`src/hw/rtl/lpht_pkg.sv`:
```
`timescale 1ns / 1ps

package lpht_pkg;

    localparam int SLOTS_DEFAULT = 8;
    localparam int KEY_MAX_BYTES = 8;
    localparam int KEY_W         = 64;
    localparam int LEN_W         = 4;
    localparam int MODE_W        = 3;
    localparam int STATUS_W      = 2;
    localparam int IDX_W         = 3;
    localparam int HASH_W        = 32;

    // Remainder bits retired per cycle by the bucket reduction.
    localparam int MOD_STEP   = 4;
    localparam int MOD_CYCLES = HASH_W / MOD_STEP;

    localparam logic [HASH_W-1:0] FNV_BASIS = 32'h811C_9DC5;
    localparam logic [HASH_W-1:0] FNV_PRIME = 32'h0100_0193;

    localparam logic [MODE_W-1:0] MODE_INSERT     = 3'd0;
    localparam logic [MODE_W-1:0] MODE_FIND       = 3'd1;
    localparam logic [MODE_W-1:0] MODE_ERASE_CLR  = 3'd2;
    localparam logic [MODE_W-1:0] MODE_ERASE_TOMB = 3'd3;
    localparam logic [MODE_W-1:0] MODE_CLEAR      = 3'd4;

    localparam logic [STATUS_W-1:0] ST_OK   = 2'd0;
    localparam logic [STATUS_W-1:0] ST_MISS = 2'd1;
    localparam logic [STATUS_W-1:0] ST_FULL = 2'd2;

    typedef enum logic [1:0] {
        TAG_EMPTY = 2'd0,
        TAG_USED  = 2'd1,
        TAG_TOMB  = 2'd2
    } tag_t;

    typedef struct packed {
        tag_t             tag;
        logic [KEY_W-1:0] key;
        logic [LEN_W-1:0] len;
    } slot_t;

    typedef enum logic [1:0] {
        S_IDLE,
        S_HASH,
        S_PROBE,
        S_DONE
    } state_t;

    typedef enum logic [1:0] {
        H_IDLE,
        H_BYTES,
        H_MOD
    } hstate_t;

endpackage

```
`src/hw/rtl/linear_probe_hash_table.sv`:
```
`timescale 1ns / 1ps

// Channel  Direction  Signals                          Word contents (lowest bit first)
// s_       in         s_tvalid s_tready s_tuser s_tdata  tuser: mode; tdata: key bytes, length
// m_       out        m_tvalid m_tready m_tdata          tdata: status, slot index
//
// One operation is in flight at a time. Insert, find and both erase modes run the hash over
// the key bytes and the bucket reduction, wait until the bucket rotates to the head of the
// slot ring, probe one slot per ring step (at most SLOTS probes) and then load the output
// register. Clear all and unknown modes skip the hash and the probe. After reset all slots
// read empty at once. A stalled result waits in the output register while the ring keeps
// turning; the next word is taken once the result has been moved to that register.
module linear_probe_hash_table #(
    parameter int SLOTS = lpht_pkg::SLOTS_DEFAULT
)
(
    input  logic        clk,
    input  logic        rst_n,
    input  logic        s_tvalid,
    output logic        s_tready,
    input  logic [2:0]  s_tuser,   // mode
    input  logic [71:0] s_tdata,   // key_bytes [63:0], key_length [67:64], zero pad
    output logic        m_tvalid,
    input  logic        m_tready,
    output logic [7:0]  m_tdata    // status [1:0], slot_index [4:2], zero pad
);

    localparam int RW = $clog2(SLOTS);

    lpht_pkg::state_t                  state_reg;
    lpht_pkg::state_t                  state_next;
    logic [lpht_pkg::KEY_W-1:0]        key_reg;
    logic [lpht_pkg::LEN_W-1:0]        len_reg;
    logic [lpht_pkg::MODE_W-1:0]       mode_reg;
    logic [RW-1:0]                     head_reg;
    logic [RW-1:0]                     head_next;
    logic [RW-1:0]                     steps_reg;
    logic [RW-1:0]                     steps_next;
    logic [lpht_pkg::STATUS_W-1:0]     res_status_reg;
    logic [lpht_pkg::STATUS_W-1:0]     res_status_next;
    logic [lpht_pkg::IDX_W-1:0]        res_idx_reg;
    logic [lpht_pkg::IDX_W-1:0]        res_idx_next;
    logic                              m_tvalid_reg;
    logic [7:0]                        m_tdata_reg;

    logic                              accept;
    logic [lpht_pkg::LEN_W-1:0]        in_len;
    logic [lpht_pkg::KEY_W-1:0]        in_key;
    logic                              hash_start;
    logic                              hash_done;
    logic [RW-1:0]                     hash_bucket;
    logic                              clear_all;
    logic                              instant_done;
    logic                              probe_done;
    logic                              wr_en;
    lpht_pkg::slot_t                   wr_slot;
    lpht_pkg::slot_t                   feed;
    lpht_pkg::slot_t                   ring [SLOTS];
    lpht_pkg::slot_t                   cur;
    logic                              probe_active;
    logic                              probe_last;
    logic                              key_match;
    logic                              out_free;

    assign accept   = s_tvalid && s_tready;
    assign s_tready = (state_reg == lpht_pkg::S_IDLE);
    assign out_free = !m_tvalid_reg || m_tready;

    // Lengths above the maximum saturate; bytes at or above the length are dropped.
    assign in_len = (s_tdata[67:64] > lpht_pkg::LEN_W'(lpht_pkg::KEY_MAX_BYTES))
                  ? lpht_pkg::LEN_W'(lpht_pkg::KEY_MAX_BYTES) : s_tdata[67:64];

    always_comb
    begin
        for (int b = 0; b < lpht_pkg::KEY_MAX_BYTES; b++)
        begin
            in_key[8*b +: 8] = (lpht_pkg::LEN_W'(b) < in_len) ? s_tdata[8*b +: 8] : 8'd0;
        end
    end

    lpht_hash #(
        .SLOTS (SLOTS)
    ) u_hash (
        .clk    (clk),
        .rst_n  (rst_n),
        .start  (hash_start),
        .key    (in_key),
        .len    (in_len),
        .done   (hash_done),
        .bucket (hash_bucket)
    );

    // The slot ring turns by one every cycle: cell i holds slot (head + i) mod SLOTS.
    // Cell 0 is the probe point; a write replaces the word that leaves cell 0.
    assign feed = wr_en ? wr_slot : ring[0];

    for (genvar i = 0; i < SLOTS; i++)
    begin : g_cell
        lpht_pkg::slot_t cell_d;
        if (i == SLOTS - 1)
        begin : g_tail
            assign cell_d = feed;
        end
        else
        begin : g_mid
            assign cell_d = ring[i + 1];
        end
        lpht_cell u_cell (
            .clk   (clk),
            .rst_n (rst_n),
            .clear (clear_all),
            .d     (cell_d),
            .q     (ring[i])
        );
    end

    assign head_next = (head_reg == RW'(SLOTS - 1)) ? '0 : head_reg + 1'b1;

    assign cur          = ring[0];
    assign key_match    = (cur.tag == lpht_pkg::TAG_USED) && (cur.len == len_reg)
                       && (cur.key == key_reg);
    assign probe_active = (state_reg == lpht_pkg::S_PROBE)
                       && ((steps_reg != '0) || (head_reg == hash_bucket));
    assign probe_last   = (steps_reg == RW'(SLOTS - 1));

    // Next state.
    always_comb
    begin
        state_next = state_reg;
        unique case (state_reg)
            lpht_pkg::S_IDLE:
            begin
                if (accept)
                begin
                    state_next = instant_done ? lpht_pkg::S_DONE : lpht_pkg::S_HASH;
                end
            end
            lpht_pkg::S_HASH:
            begin
                if (hash_done)
                begin
                    state_next = lpht_pkg::S_PROBE;
                end
            end
            lpht_pkg::S_PROBE:
            begin
                if (probe_done)
                begin
                    state_next = lpht_pkg::S_DONE;
                end
            end
            lpht_pkg::S_DONE:
            begin
                if (out_free)
                begin
                    state_next = lpht_pkg::S_IDLE;
                end
            end
            default:
            begin
                state_next = lpht_pkg::S_IDLE;
            end
        endcase
    end

    // Outputs of the controller: mode decode on accept, probe decisions at cell 0.
    always_comb
    begin
        hash_start      = 1'b0;
        clear_all       = 1'b0;
        instant_done    = 1'b0;
        probe_done      = 1'b0;
        wr_en           = 1'b0;
        wr_slot         = cur;
        steps_next      = steps_reg;
        res_status_next = res_status_reg;
        res_idx_next    = res_idx_reg;
        unique case (state_reg)
            lpht_pkg::S_IDLE:
            begin
                steps_next = '0;
                if (accept)
                begin
                    unique case (s_tuser) inside
                        lpht_pkg::MODE_INSERT, lpht_pkg::MODE_FIND,
                        lpht_pkg::MODE_ERASE_CLR, lpht_pkg::MODE_ERASE_TOMB:
                        begin
                            hash_start = 1'b1;
                        end
                        lpht_pkg::MODE_CLEAR:
                        begin
                            clear_all       = 1'b1;
                            instant_done    = 1'b1;
                            res_status_next = lpht_pkg::ST_OK;
                            res_idx_next    = '0;
                        end
                        default:
                        begin
                            instant_done    = 1'b1;
                            res_status_next = lpht_pkg::ST_MISS;
                            res_idx_next    = '0;
                        end
                    endcase
                end
            end
            lpht_pkg::S_PROBE:
            begin
                if (probe_active)
                begin
                    steps_next = steps_reg + 1'b1;
                    if (mode_reg == lpht_pkg::MODE_INSERT)
                    begin
                        if (cur.tag != lpht_pkg::TAG_USED)
                        begin
                            probe_done      = 1'b1;
                            wr_en           = 1'b1;
                            wr_slot.tag     = lpht_pkg::TAG_USED;
                            wr_slot.key     = key_reg;
                            wr_slot.len     = len_reg;
                            res_status_next = lpht_pkg::ST_OK;
                            res_idx_next    = lpht_pkg::IDX_W'(head_reg);
                        end
                        else if (probe_last)
                        begin
                            probe_done      = 1'b1;
                            res_status_next = lpht_pkg::ST_FULL;
                            res_idx_next    = '0;
                        end
                    end
                    else
                    begin
                        if (cur.tag == lpht_pkg::TAG_EMPTY)
                        begin
                            probe_done      = 1'b1;
                            res_status_next = lpht_pkg::ST_MISS;
                            res_idx_next    = '0;
                        end
                        else if (key_match)
                        begin
                            probe_done      = 1'b1;
                            res_status_next = lpht_pkg::ST_OK;
                            res_idx_next    = lpht_pkg::IDX_W'(head_reg);
                            if (mode_reg == lpht_pkg::MODE_ERASE_CLR)
                            begin
                                wr_en       = 1'b1;
                                wr_slot.tag = lpht_pkg::TAG_EMPTY;
                            end
                            else if (mode_reg == lpht_pkg::MODE_ERASE_TOMB)
                            begin
                                wr_en       = 1'b1;
                                wr_slot.tag = lpht_pkg::TAG_TOMB;
                            end
                        end
                        else if (probe_last)
                        begin
                            probe_done      = 1'b1;
                            res_status_next = lpht_pkg::ST_MISS;
                            res_idx_next    = '0;
                        end
                    end
                end
            end
            default:
            begin
                steps_next = steps_reg;
            end
        endcase
    end

    always_ff @(posedge clk or negedge rst_n)
    begin
        if (!rst_n)
        begin
            state_reg    <= lpht_pkg::S_IDLE;
            head_reg     <= '0;
            m_tvalid_reg <= 1'b0;
        end
        else
        begin
            state_reg <= state_next;
            head_reg  <= head_next;
            if ((state_reg == lpht_pkg::S_DONE) && out_free)
            begin
                m_tvalid_reg <= 1'b1;
            end
            else if (m_tready)
            begin
                m_tvalid_reg <= 1'b0;
            end
        end
    end

    always_ff @(posedge clk)
    begin
        if (accept)
        begin
            key_reg  <= in_key;
            len_reg  <= in_len;
            mode_reg <= s_tuser;
        end
        steps_reg      <= steps_next;
        res_status_reg <= res_status_next;
        res_idx_reg    <= res_idx_next;
        if ((state_reg == lpht_pkg::S_DONE) && out_free)
        begin
            m_tdata_reg <= {3'd0, res_idx_reg, res_status_reg};
        end
    end

    assign m_tvalid = m_tvalid_reg;
    assign m_tdata  = m_tdata_reg;

endmodule

```
`src/hw/rtl/lpht_cell.sv`:
```
`timescale 1ns / 1ps

// One slot of the rotating ring. It takes its neighbor's slot every cycle.
module lpht_cell
(
    input  logic          clk,
    input  logic          rst_n,
    input  logic          clear,
    input  lpht_pkg::slot_t d,
    output lpht_pkg::slot_t q
);

    lpht_pkg::tag_t                 tag_reg;
    lpht_pkg::tag_t                 tag_next;
    logic [lpht_pkg::KEY_W-1:0]     key_reg;
    logic [lpht_pkg::LEN_W-1:0]     len_reg;

    always_comb
    begin
        tag_next = clear ? lpht_pkg::TAG_EMPTY : d.tag;
    end

    always_ff @(posedge clk or negedge rst_n)
    begin
        if (!rst_n)
        begin
            tag_reg <= lpht_pkg::TAG_EMPTY;
        end
        else
        begin
            tag_reg <= tag_next;
        end
    end

    // Key and length are only read behind a used tag, so they need no reset.
    always_ff @(posedge clk)
    begin
        key_reg <= d.key;
        len_reg <= d.len;
    end

    assign q.tag = tag_reg;
    assign q.key = key_reg;
    assign q.len = len_reg;

endmodule

```
`src/hw/rtl/lpht_hash.sv`:
```
`timescale 1ns / 1ps

// Byte-serial FNV-1a hash followed by a radix-16 restoring reduction modulo SLOTS.
module lpht_hash #(
    parameter int SLOTS = lpht_pkg::SLOTS_DEFAULT
)
(
    input  logic                       clk,
    input  logic                       rst_n,
    input  logic                       start,
    input  logic [lpht_pkg::KEY_W-1:0] key,
    input  logic [lpht_pkg::LEN_W-1:0] len,
    output logic                       done,
    output logic [$clog2(SLOTS)-1:0]   bucket
);

    localparam int RW = $clog2(SLOTS);
    localparam int MW = $clog2(lpht_pkg::MOD_CYCLES);
    localparam logic [RW:0] SLOTS_C = (RW + 1)'(SLOTS);

    lpht_pkg::hstate_t                state_reg;
    lpht_pkg::hstate_t                state_next;
    logic [lpht_pkg::HASH_W-1:0]      h_reg;
    logic [lpht_pkg::HASH_W-1:0]      h_next;
    logic [lpht_pkg::KEY_W-1:0]       ksh_reg;
    logic [lpht_pkg::KEY_W-1:0]       ksh_next;
    logic [lpht_pkg::LEN_W-1:0]       cnt_reg;
    logic [lpht_pkg::LEN_W-1:0]       cnt_next;
    logic [lpht_pkg::LEN_W-1:0]       len_reg;
    logic [lpht_pkg::LEN_W-1:0]       len_next;
    logic [MW-1:0]                    mcnt_reg;
    logic [MW-1:0]                    mcnt_next;
    logic [RW:0]                      rem_reg;
    logic [RW:0]                      rem_next;
    logic [RW-1:0]                    bucket_reg;
    logic [RW-1:0]                    bucket_next;
    logic                             done_reg;
    logic                             done_next;
    logic [lpht_pkg::HASH_W-1:0]      h_mul;
    logic [RW:0]                      rem_step;
    logic [lpht_pkg::HASH_W-1:0]      h_shift;
    logic                             bytes_left;
    logic                             mod_last;

    assign bytes_left = (cnt_reg != len_reg);
    assign mod_last   = (mcnt_reg == MW'(lpht_pkg::MOD_CYCLES - 1));
    assign h_mul      = (h_reg ^ {24'd0, ksh_reg[7:0]}) * lpht_pkg::FNV_PRIME;

    always_comb
    begin
        logic [RW:0]                 rv;
        logic [lpht_pkg::HASH_W-1:0] hv;
        rv = rem_reg;
        hv = h_reg;
        for (int j = 0; j < lpht_pkg::MOD_STEP; j++)
        begin
            rv = {rv[RW-1:0], hv[lpht_pkg::HASH_W-1]};
            hv = {hv[lpht_pkg::HASH_W-2:0], 1'b0};
            if (rv >= SLOTS_C)
            begin
                rv = rv - SLOTS_C;
            end
        end
        rem_step = rv;
        h_shift  = hv;
    end

    always_comb
    begin
        state_next = state_reg;
        unique case (state_reg)
            lpht_pkg::H_IDLE:
            begin
                if (start)
                begin
                    state_next = lpht_pkg::H_BYTES;
                end
            end
            lpht_pkg::H_BYTES:
            begin
                if (!bytes_left)
                begin
                    state_next = lpht_pkg::H_MOD;
                end
            end
            lpht_pkg::H_MOD:
            begin
                if (mod_last)
                begin
                    state_next = lpht_pkg::H_IDLE;
                end
            end
            default:
            begin
                state_next = lpht_pkg::H_IDLE;
            end
        endcase
    end

    always_comb
    begin
        h_next      = h_reg;
        ksh_next    = ksh_reg;
        cnt_next    = cnt_reg;
        len_next    = len_reg;
        mcnt_next   = mcnt_reg;
        rem_next    = rem_reg;
        bucket_next = bucket_reg;
        done_next   = 1'b0;
        unique case (state_reg)
            lpht_pkg::H_IDLE:
            begin
                if (start)
                begin
                    h_next   = lpht_pkg::FNV_BASIS;
                    ksh_next = key;
                    len_next = len;
                    cnt_next = '0;
                end
            end
            lpht_pkg::H_BYTES:
            begin
                if (bytes_left)
                begin
                    h_next   = h_mul;
                    ksh_next = {8'd0, ksh_reg[lpht_pkg::KEY_W-1:8]};
                    cnt_next = cnt_reg + 1'b1;
                end
                else
                begin
                    mcnt_next = '0;
                    rem_next  = '0;
                end
            end
            lpht_pkg::H_MOD:
            begin
                h_next    = h_shift;
                rem_next  = rem_step;
                mcnt_next = mcnt_reg + 1'b1;
                if (mod_last)
                begin
                    bucket_next = rem_step[RW-1:0];
                    done_next   = 1'b1;
                end
            end
            default:
            begin
                done_next = 1'b0;
            end
        endcase
    end

    always_ff @(posedge clk or negedge rst_n)
    begin
        if (!rst_n)
        begin
            state_reg <= lpht_pkg::H_IDLE;
            done_reg  <= 1'b0;
        end
        else
        begin
            state_reg <= state_next;
            done_reg  <= done_next;
        end
    end

    always_ff @(posedge clk)
    begin
        h_reg      <= h_next;
        ksh_reg    <= ksh_next;
        cnt_reg    <= cnt_next;
        len_reg    <= len_next;
        mcnt_reg   <= mcnt_next;
        rem_reg    <= rem_next;
        bucket_reg <= bucket_next;
    end

    assign done   = done_reg;
    assign bucket = bucket_reg;

endmodule

```
`config.mk`:
```
export PLATFORM = sky130hd
export DESIGN_NAME = linear_probe_hash_table
export DESIGN_NICKNAME = d
export VERILOG_FILES = /design/src/hw/rtl/lpht_pkg.sv /design/src/hw/rtl/linear_probe_hash_table.sv /design/src/hw/rtl/lpht_cell.sv /design/src/hw/rtl/lpht_hash.sv
export SDC_FILE = /design/constraint.sdc
export NUM_CORES = 1
export LEC_CHECK = 0
export BUFFER_PORTS_ARGS = -buffer_cell sky130_fd_sc_hd__buf_4
export CELL_PAD_IN_SITES_DETAIL_PLACEMENT = 1
export CELL_PAD_IN_SITES_GLOBAL_PLACEMENT = 1
export CORE_UTILIZATION = 52
export CTS_CLUSTER_DIAMETER = 80
export CTS_CLUSTER_SIZE = 40
export DETAILED_ROUTE_END_ITERATION = 10
export PLACE_DENSITY_LB_ADDON = 0.1
export SLEW_MARGIN = 0
export SYNTH_ARGS = -nofsm -noshare
export SYNTH_HDL_FRONTEND = slang
export SYNTH_HIERARCHICAL = 1
export SYNTH_SLANG_ARGS = --single-unit
```
`constraint.sdc`:
```
create_clock -name clk -period 6.2 [get_ports clk]
set_clock_uncertainty 0.15 [all_clocks]
set_input_delay 0.31 -clock clk [delete_from_list [all_inputs] [get_ports clk]]
set_output_delay 0.31 -clock clk [all_outputs]
set_load 0.05 [all_outputs]
```
==> impl_metrics.py, run 1 <==
metrics = {
    "floorplan": {
        "core_um2": 51410,
        "boundaryPins": 89,
        "die_w_um": 230.2,
        "die_area_um2": 52990,
        "rows": 83,
        "initial_core_util_pct": 52.68,
        "die-height_um": 230.2,
    },
    "finish": {
        "final_area_um2": 30500,
        "drive_gt1_share_pct": 14.75,
        "nFillCells": 4878,
        "layout_commonest_cell": "dfxtp_1",
        "final_cell_mix": "544 x dfxtp_1, 193 x edfxtp_1, 191 x ha_1",
        "fin_util_pct": 59.34,
        "largest_reg_flops": 512,
        "nNetsFinal": 2420,
        "area_delta_synth_final_pct": 12.64,
        "final-seq-area_um2": 17310,
        "multiInputGateArea_um2": 8954,
    },
    "clocking": {
        "clock_path_buffers": 3,
        "htree_levels": 1,
        "insertion_delay_ns": 0.64,
        "clk_pin_slew_worst_paths_ns": 0.13,
        "clkSinkCount": 762,
        "cts_tree": "yes",
        "cts-root-buf": "clkbuf_16",
        "numCtsBuffers": 30,
    },
    "routing": {
        "via_count": 14300,
        "drc": 0,
        "wl_um": 59480,
        "drt_iter0_drc": 720,
        "antenna_left": 0,
        "firstDrtPassIters": 5,
        "avgRoutedWirePerCell_um": 21.38,
        "vias_per_cell": 5.139,
    },
    "placed_design": {
        "gp_congestion": 0.8647,
        "dpl-instance-area_um2": 28550,
        "port_buffers": 81,
        "dpl.hpwl_um": 41580,
    },
    "critical_path": {
        "worst-setup-path-type": "flip-flop to flip-flop",
        "rrSetupSlack_ns": 0.23,
        "start_kind": "flip-flop",
        "critPathRequiredTime_ns": 6.49,
        "cpMaxStageDelayCell": "edfxtp_1",
        "setup.worst_path.end_class": "flip-flop",
        "critPathArrivalTime_ns": 6.26,
        "crit_chain": "xor2_1 -> ha_1 -> ha_1 -> fa_1 -> ha_1 -> fa_1 -> ha_1 -> inv_1 -> fa_1 -> inv_1 -> ha_1 -> a21o_2 -> o211ai_2 -> a21oi_1 -> a211oi_2 -> nand2_1 -> a31oi_1 -> a221oi_1 -> a211oi_1",
        "critPathMaxFanout": 9,
        "slowest_delay_ns": 0.49,
        "path_common_cell": "ha_1",
    },
    "synth": {
        "synth_warnings": 6,
        "ys_ff_latch": 762,
        "yosys.area.top_type": "dfxtp_1",
        "synth-seq-area-share_pct": 63.93,
        "synth_cell_types": 77,
        "ys_async_sr_fraction_pct": 3.281,
        "synth_top_area_share_pct": 40.22,
        "syn-instance-count": 1902,
        "synth_flop_cell": "dfxtp_1",
        "synth.avg_cell_area_um2": 14.24,
        "synth_area_leaders": "dfxtp_1 40%, edfxtp_1 21%, ha_1 8.9%",
        "synth_edf_count": 193,
        "syn-cell-area_um2": 27080,
    },
    "sta": {
        "worst_pin_slew_ns": 1.209,
        "slew_headroom_pct": 19.09,
        "fin_setup_tns_ns": 0,
        "min_period_over_period_pct": 96.27,
        "final-hold-violation-count": 0,
        "report.final.slew_viol_count": 0,
        "max_freq_mhz": 167.5,
        "fin_crit_ns": 5.969,
        "setup_viol": 0,
        "rsz0062_at_grt": "no",
    },
    "hold_path": {
        "hp-class": "input pin to flip-flop",
    },
    "outcome": {
        "outcome": "completed",
    },
    "power_and_ir_drop": {
        "p_leak_nw": 12.64,
        "ir_worst_vdd_uv": 247.1,
        "p_total_mw": 7.983,
        "power.density_nw_per_um2": 261.7,
    },
    "grt": {
        "grt_pass1_vias": 15700,
        "grt_pass1_wl_um": 92420,
        "antenna_found_initial": 2,
        "grt_usage_pct": 22.97,
        "grt_max_degree": 72,
        "overflow": 0,
    },
    "job": {
        "cap_violations": 0,
    },
}
==> power breakdown <==
group | switching (mW) | internal (mW)
clock network | 1.70 | 1.02
logic | 0.0853 | 0.0943
registers | 0 | 5.09
==> cell families (layout without fill, tap and decap cells) <==
kind of cell / count (synthesis) / after routing / synth area share [%]
buffers and inverters: 223 / 420 / 3.322
muxes: 126 / 126 / 5.221
xor gates and xnor gates: 98 / 98 / 3.170
and+or+nand+nor: 269 / 269 / 5.679
adders and majority gates: 263 / 263 / 14.09
DFF: 762 / 762 / 63.93
AOI/OAI and AO/OA: 160 / 160 / 4.570
other: 1 / 4 / 0.01385
==> path summary, 6_finish.rpt <==
| kind | start | to | cells past startpoint |
|---|---|---|---|
| min in group asynchronous | rst_n | g_cell[7].u_cell/tag_reg[0] | 4 |
| max in group asynchronous | rst_n | m_tvalid | 4 |
| worst min-delay path | s_tdata[43] | key_reg[43] | 2 |
| worst max register to register | u_hash/h_reg[4] | u_hash/h_reg[29] | 19 |
| worst min register to register | g_cell[3].u_cell/key_reg[10] | g_cell[2].u_cell/key_reg[10] | 0 |
| worst max-delay path | u_hash/h_reg[4] | u_hash/h_reg[29] | 19 |
==> metal layers <==
metal | part of all wire (%) | up-vias | global-route usage (%) | wire length (um)
met3 | 2.9 | 86 | 2.505 | 1745
met4 | 2.4 | 0 | 5.257 | 1411
met1 | 48 | 7237 | 32.82 | 28330
met5 | 0 | - | 0 | 0
met2 | 47 | 235 | 37.67 | 27990
li1 | - | 6738 | - | -
==> critical path, delay by kind of cell (launching register included) <==
| kind | cells | cell delay, ns |
|---|---|---|
| xor+xnor | 1 | 0.41 |
| simple gates | 1 | 0.18 |
| compound gates | 7 | 1.61 |
| flops | 1 | 0.49 |
| fa+ha+maj | 8 | 2.87 |
| buf+inv | 2 | 0.09 |
==> through the flow <==
step,cells,hold slack [ns],worst slack (ns)
finish,2782,0.04234,0.2311
global route,2781,0.01273,0.005144
CTS,2780,0.01974,0.09246
detailed placement,2650,0.09992,0.1633
global placement,2650,0.09060,0.2626
floorplan,1904,-0.1356,0.7082
==> repair_timing <==
action,in CTS,in global routing
buffers inserted,0,1
setup endpoints to repair,0,5
resized for setup,0,5
hold buffers,75,0
endpoints found under the hold margin,113,0
==> synth_stat cells, types with 4 or more instances <==
| cell | instances |
|---|---|
| o22ai_1 | 5 |
| a31oi_1 | 7 |
| nand4_1 | 6 |
| a221o_1 | 9 |
| clkbuf_1 | 25 |
| nand2_1 | 41 |
| a221oi_1 | 4 |
| a21o_1 | 9 |
| nor4_1 | 12 |
| a22oi_1 | 7 |
| o2111ai_1 | 8 |
| edfxtp_1 | 193 |
| and2_1 | 21 |
| xor2_1 | 62 |
| dfrtp_1 | 25 |
| a32o_1 | 4 |
| nand2b_1 | 22 |
| o21ai_0 | 25 |
| mux2_2 | 121 |
| nor3_1 | 6 |
| o211ai_1 | 5 |
| ha_1 | 193 |
| nor2b_1 | 100 |
| fa_1 | 70 |
| a211oi_1 | 7 |
| nor3b_1 | 5 |
| and3_1 | 9 |
| inv_1 | 187 |
| mux2i_1 | 4 |
| dfxtp_1 | 544 |
| a21oi_1 | 26 |
| nor2_1 | 27 |
| xnor2_1 | 36 |
| o21a_1 | 7 |
| nand3_1 | 5 |
==> cell type report <==
cell class	instances	area share, %
clock inverter	21	1.259
sequential	762	56.76
timing repair buffer	177	5.004
antenna	1	0.008204
clock buffer	34	2.510
multi-input combinational	919	29.35
tap	680	2.789
inverter	188	2.318
(Power assumes the default switching activity.)
==> inputs of run 2 (changes only) <==
- REMOVE_ABC_BUFFERS: not set -> 1
==> impl_metrics.py, run 2 (synthesis results as in run 1) <==
metrics = {
    "critical_path": {
        "critPathMaxFanout": 5,
        "worstReg2RegEnd": "u_hash/h_reg[29]",
        "critPathArrivalTime_ns": 6.28,
        "r2r_cells": 19,
        "critPathRequiredTime_ns": 6.46,
        "setup.worst_path.end_class": "flip-flop",
        "start_kind": "flip-flop",
        "rrSetupSlack_ns": 0.18,
        "timing.rr.start": "u_hash/ksh_reg[3]",
        "worst-setup-path-type": "flip-flop to flip-flop",
    },
    "routing": {
        "wl_met2_um": 29050,
        "wl_met1_um": 26260,
        "met3_length_um": 1303,
        "wl_um": 57580,
        "firstDrtPassIters": 4,
        "avgRoutedWirePerCell_um": 20.73,
        "highest_layer": "met4",
        "drc": 0,
        "via_count": 14210,
        "drt_iter0_drc": 696,
        "vias_per_cell": 5.114,
        "antenna_left": 0,
    },
    "sta": {
        "report.final.slew_viol_count": 0,
        "fin_crit_ns": 6.021,
        "min_period_over_period_pct": 97.11,
        "slew_headroom_pct": 19.74,
        "finalWorstSetupSlack_ns": 0.1791,
        "final-hold-violation-count": 0,
        "fin_setup_tns_ns": 0,
        "setup_viol": 0,
        "max_freq_mhz": 166.1,
        "rsz0062_at_grt": "no",
        "worst_pin_slew_ns": 1.201,
    },
    "clocking": {
        "htree_levels": 1,
        "clock_path_buffers": 3,
        "clkSinkCount": 762,
        "clk_pin_slew_worst_paths_ns": 0.14,
        "insertion_delay_ns": 0.64,
        "cts-root-buf": "clkbuf_16",
        "cts_tree": "yes",
        "numCtsBuffers": 29,
    },
    "placed_design": {
        "dpl.hpwl_um": 41100,
        "port_buffers": 81,
        "place_inst": 2651,
        "gp_congestion": 0.8298,
        "post-place-ws_ns": 0.2154,
    },
    "floorplan": {
        "die_w_um": 230.2,
        "rows": 83,
        "boundaryPins": 89,
        "die-height_um": 230.2,
        "initial_core_util_pct": 52.68,
        "core_um2": 51410,
        "die_area_um2": 52990,
    },
    "finish": {
        "diodes": 0,
        "fin_util_pct": 59.13,
        "nNetsFinal": 2417,
        "fin_cells": 2778,
        "layout_commonest_cell": "dfxtp_1",
        "nFillCells": 4891,
        "area_delta_synth_final_pct": 12.24,
        "multiInputGateArea_um2": 8946,
        "final_cell_mix": "544 x dfxtp_1, 193 x edfxtp_1, 192 x ha_1",
        "largest_reg_flops": 512,
        "final-seq-area_um2": 17310,
        "drive_gt1_share_pct": 14.54,
    },
    "power_and_ir_drop": {
        "power.density_nw_per_um2": 259.2,
        "p_leak_nw": 12.60,
        "ir_worst_vdd_uv": 239.4,
    },
    "grt": {
        "grt_pass1_wl_um": 89490,
        "grt_max_degree": 69,
        "grt_pass1_vias": 15690,
        "overflow": 0,
        "grt_usage_pct": 22.18,
        "antenna_found_initial": 1,
    },
    "hold_path": {
        "holdPathEnd": "u_hash/len_reg[0]",
        "hold_depth": 2,
        "hold_start": "s_tdata[64]",
        "hp-class": "input pin to flip-flop",
    },
    "job": {
        "cap_violations": 0,
    },
    "outcome": {
        "outcome": "completed",
    },
}
-- run 2: worst max path at each step --
| stage | from | endpoint | slack, ns |
|---|---|---|---|
| 4_1_cts | u_hash/h_reg[7] | u_hash/h_reg[30] | 0.17 |
| 5_1_grt | u_hash/ksh_reg[3] | u_hash/h_reg[29] | 0.03 |
| 3_5_place_dp | u_hash/ksh_reg[3] | u_hash/h_reg[30] | 0.22 |
| 6_report | u_hash/ksh_reg[3] | u_hash/h_reg[29] | 0.18 |
| 2_1_floorplan | mode_reg[2] | g_cell[7].u_cell/key_reg[0] | -0.39 |
| 3_3_place_gp | u_hash/ksh_reg[3] | u_hash/h_reg[30] | 0.33 |
-- run 2: through the flow --
step | hold WS [ns] | total power, mW | cell area (um^2)
detailed placement | 0.1043 | 5.331 | 28560
global route | 0.004083 | 8.123 | 30390
finish | 0.03288 | 7.878 | 30390
CTS | 0.003126 | 7.932 | 30380
floorplan | -0.1356 | 5.249 | 26890
global placement | 0.09406 | 5.328 | 28560
-- run 2: cell type report --
class                   instances  area share (%)
flip-flops and latches        762           56.96
multi-input cells             919           29.43
repair buffers                175           4.923
well taps                     680           2.799
clock buffers                  35           2.462
inverters                     188           2.326
clock inverters                19           1.099
-- run 2: per-layer routing --
metal	GRT usage, %	vias up
met4	4.139	0
met2	39.63	189
met3	2.071	64
met1	29.45	7214
li1	-	6741
met5	0	-
-- run 2: power by group --
| group | leakage, nW | switching (mW) | internal [mW] |
|---|---|---|---|
| registers | 6.36 | 0 | 5.09 |
| logic | 5.74 | 0.0814 | 0.0918 |
| clock network | 0.503 | 1.64 | 0.979 |
| total | 12.6 | 1.72 | 6.16 |
-- run 2: repair_timing --
action	CTS	global route
setup endpoints to repair	0	1
hold buffers	73	0
gates resized for setup	0	3
buffers inserted	0	0
hold endpoints to repair	106	0
-- run 2: critical path: stages (launching register included) --
cell and delay (ns):
edfxtp_1 0.46, xor2_1 0.28, ha_1 0.29, ha_1 0.35, fa_1 0.46, ha_1 0.24, fa_1 0.45, ha_1 0.29
inv_1 0.04, fa_1 0.48, inv_1 0.04, ha_1 0.36, a21oi_4 0.23, nor3b_4 0.26, a31oi_4 0.16, a211oi_2 0.44
nand2_1 0.20, a31oi_1 0.28, a221oi_1 0.08, a211oi_1 0.26
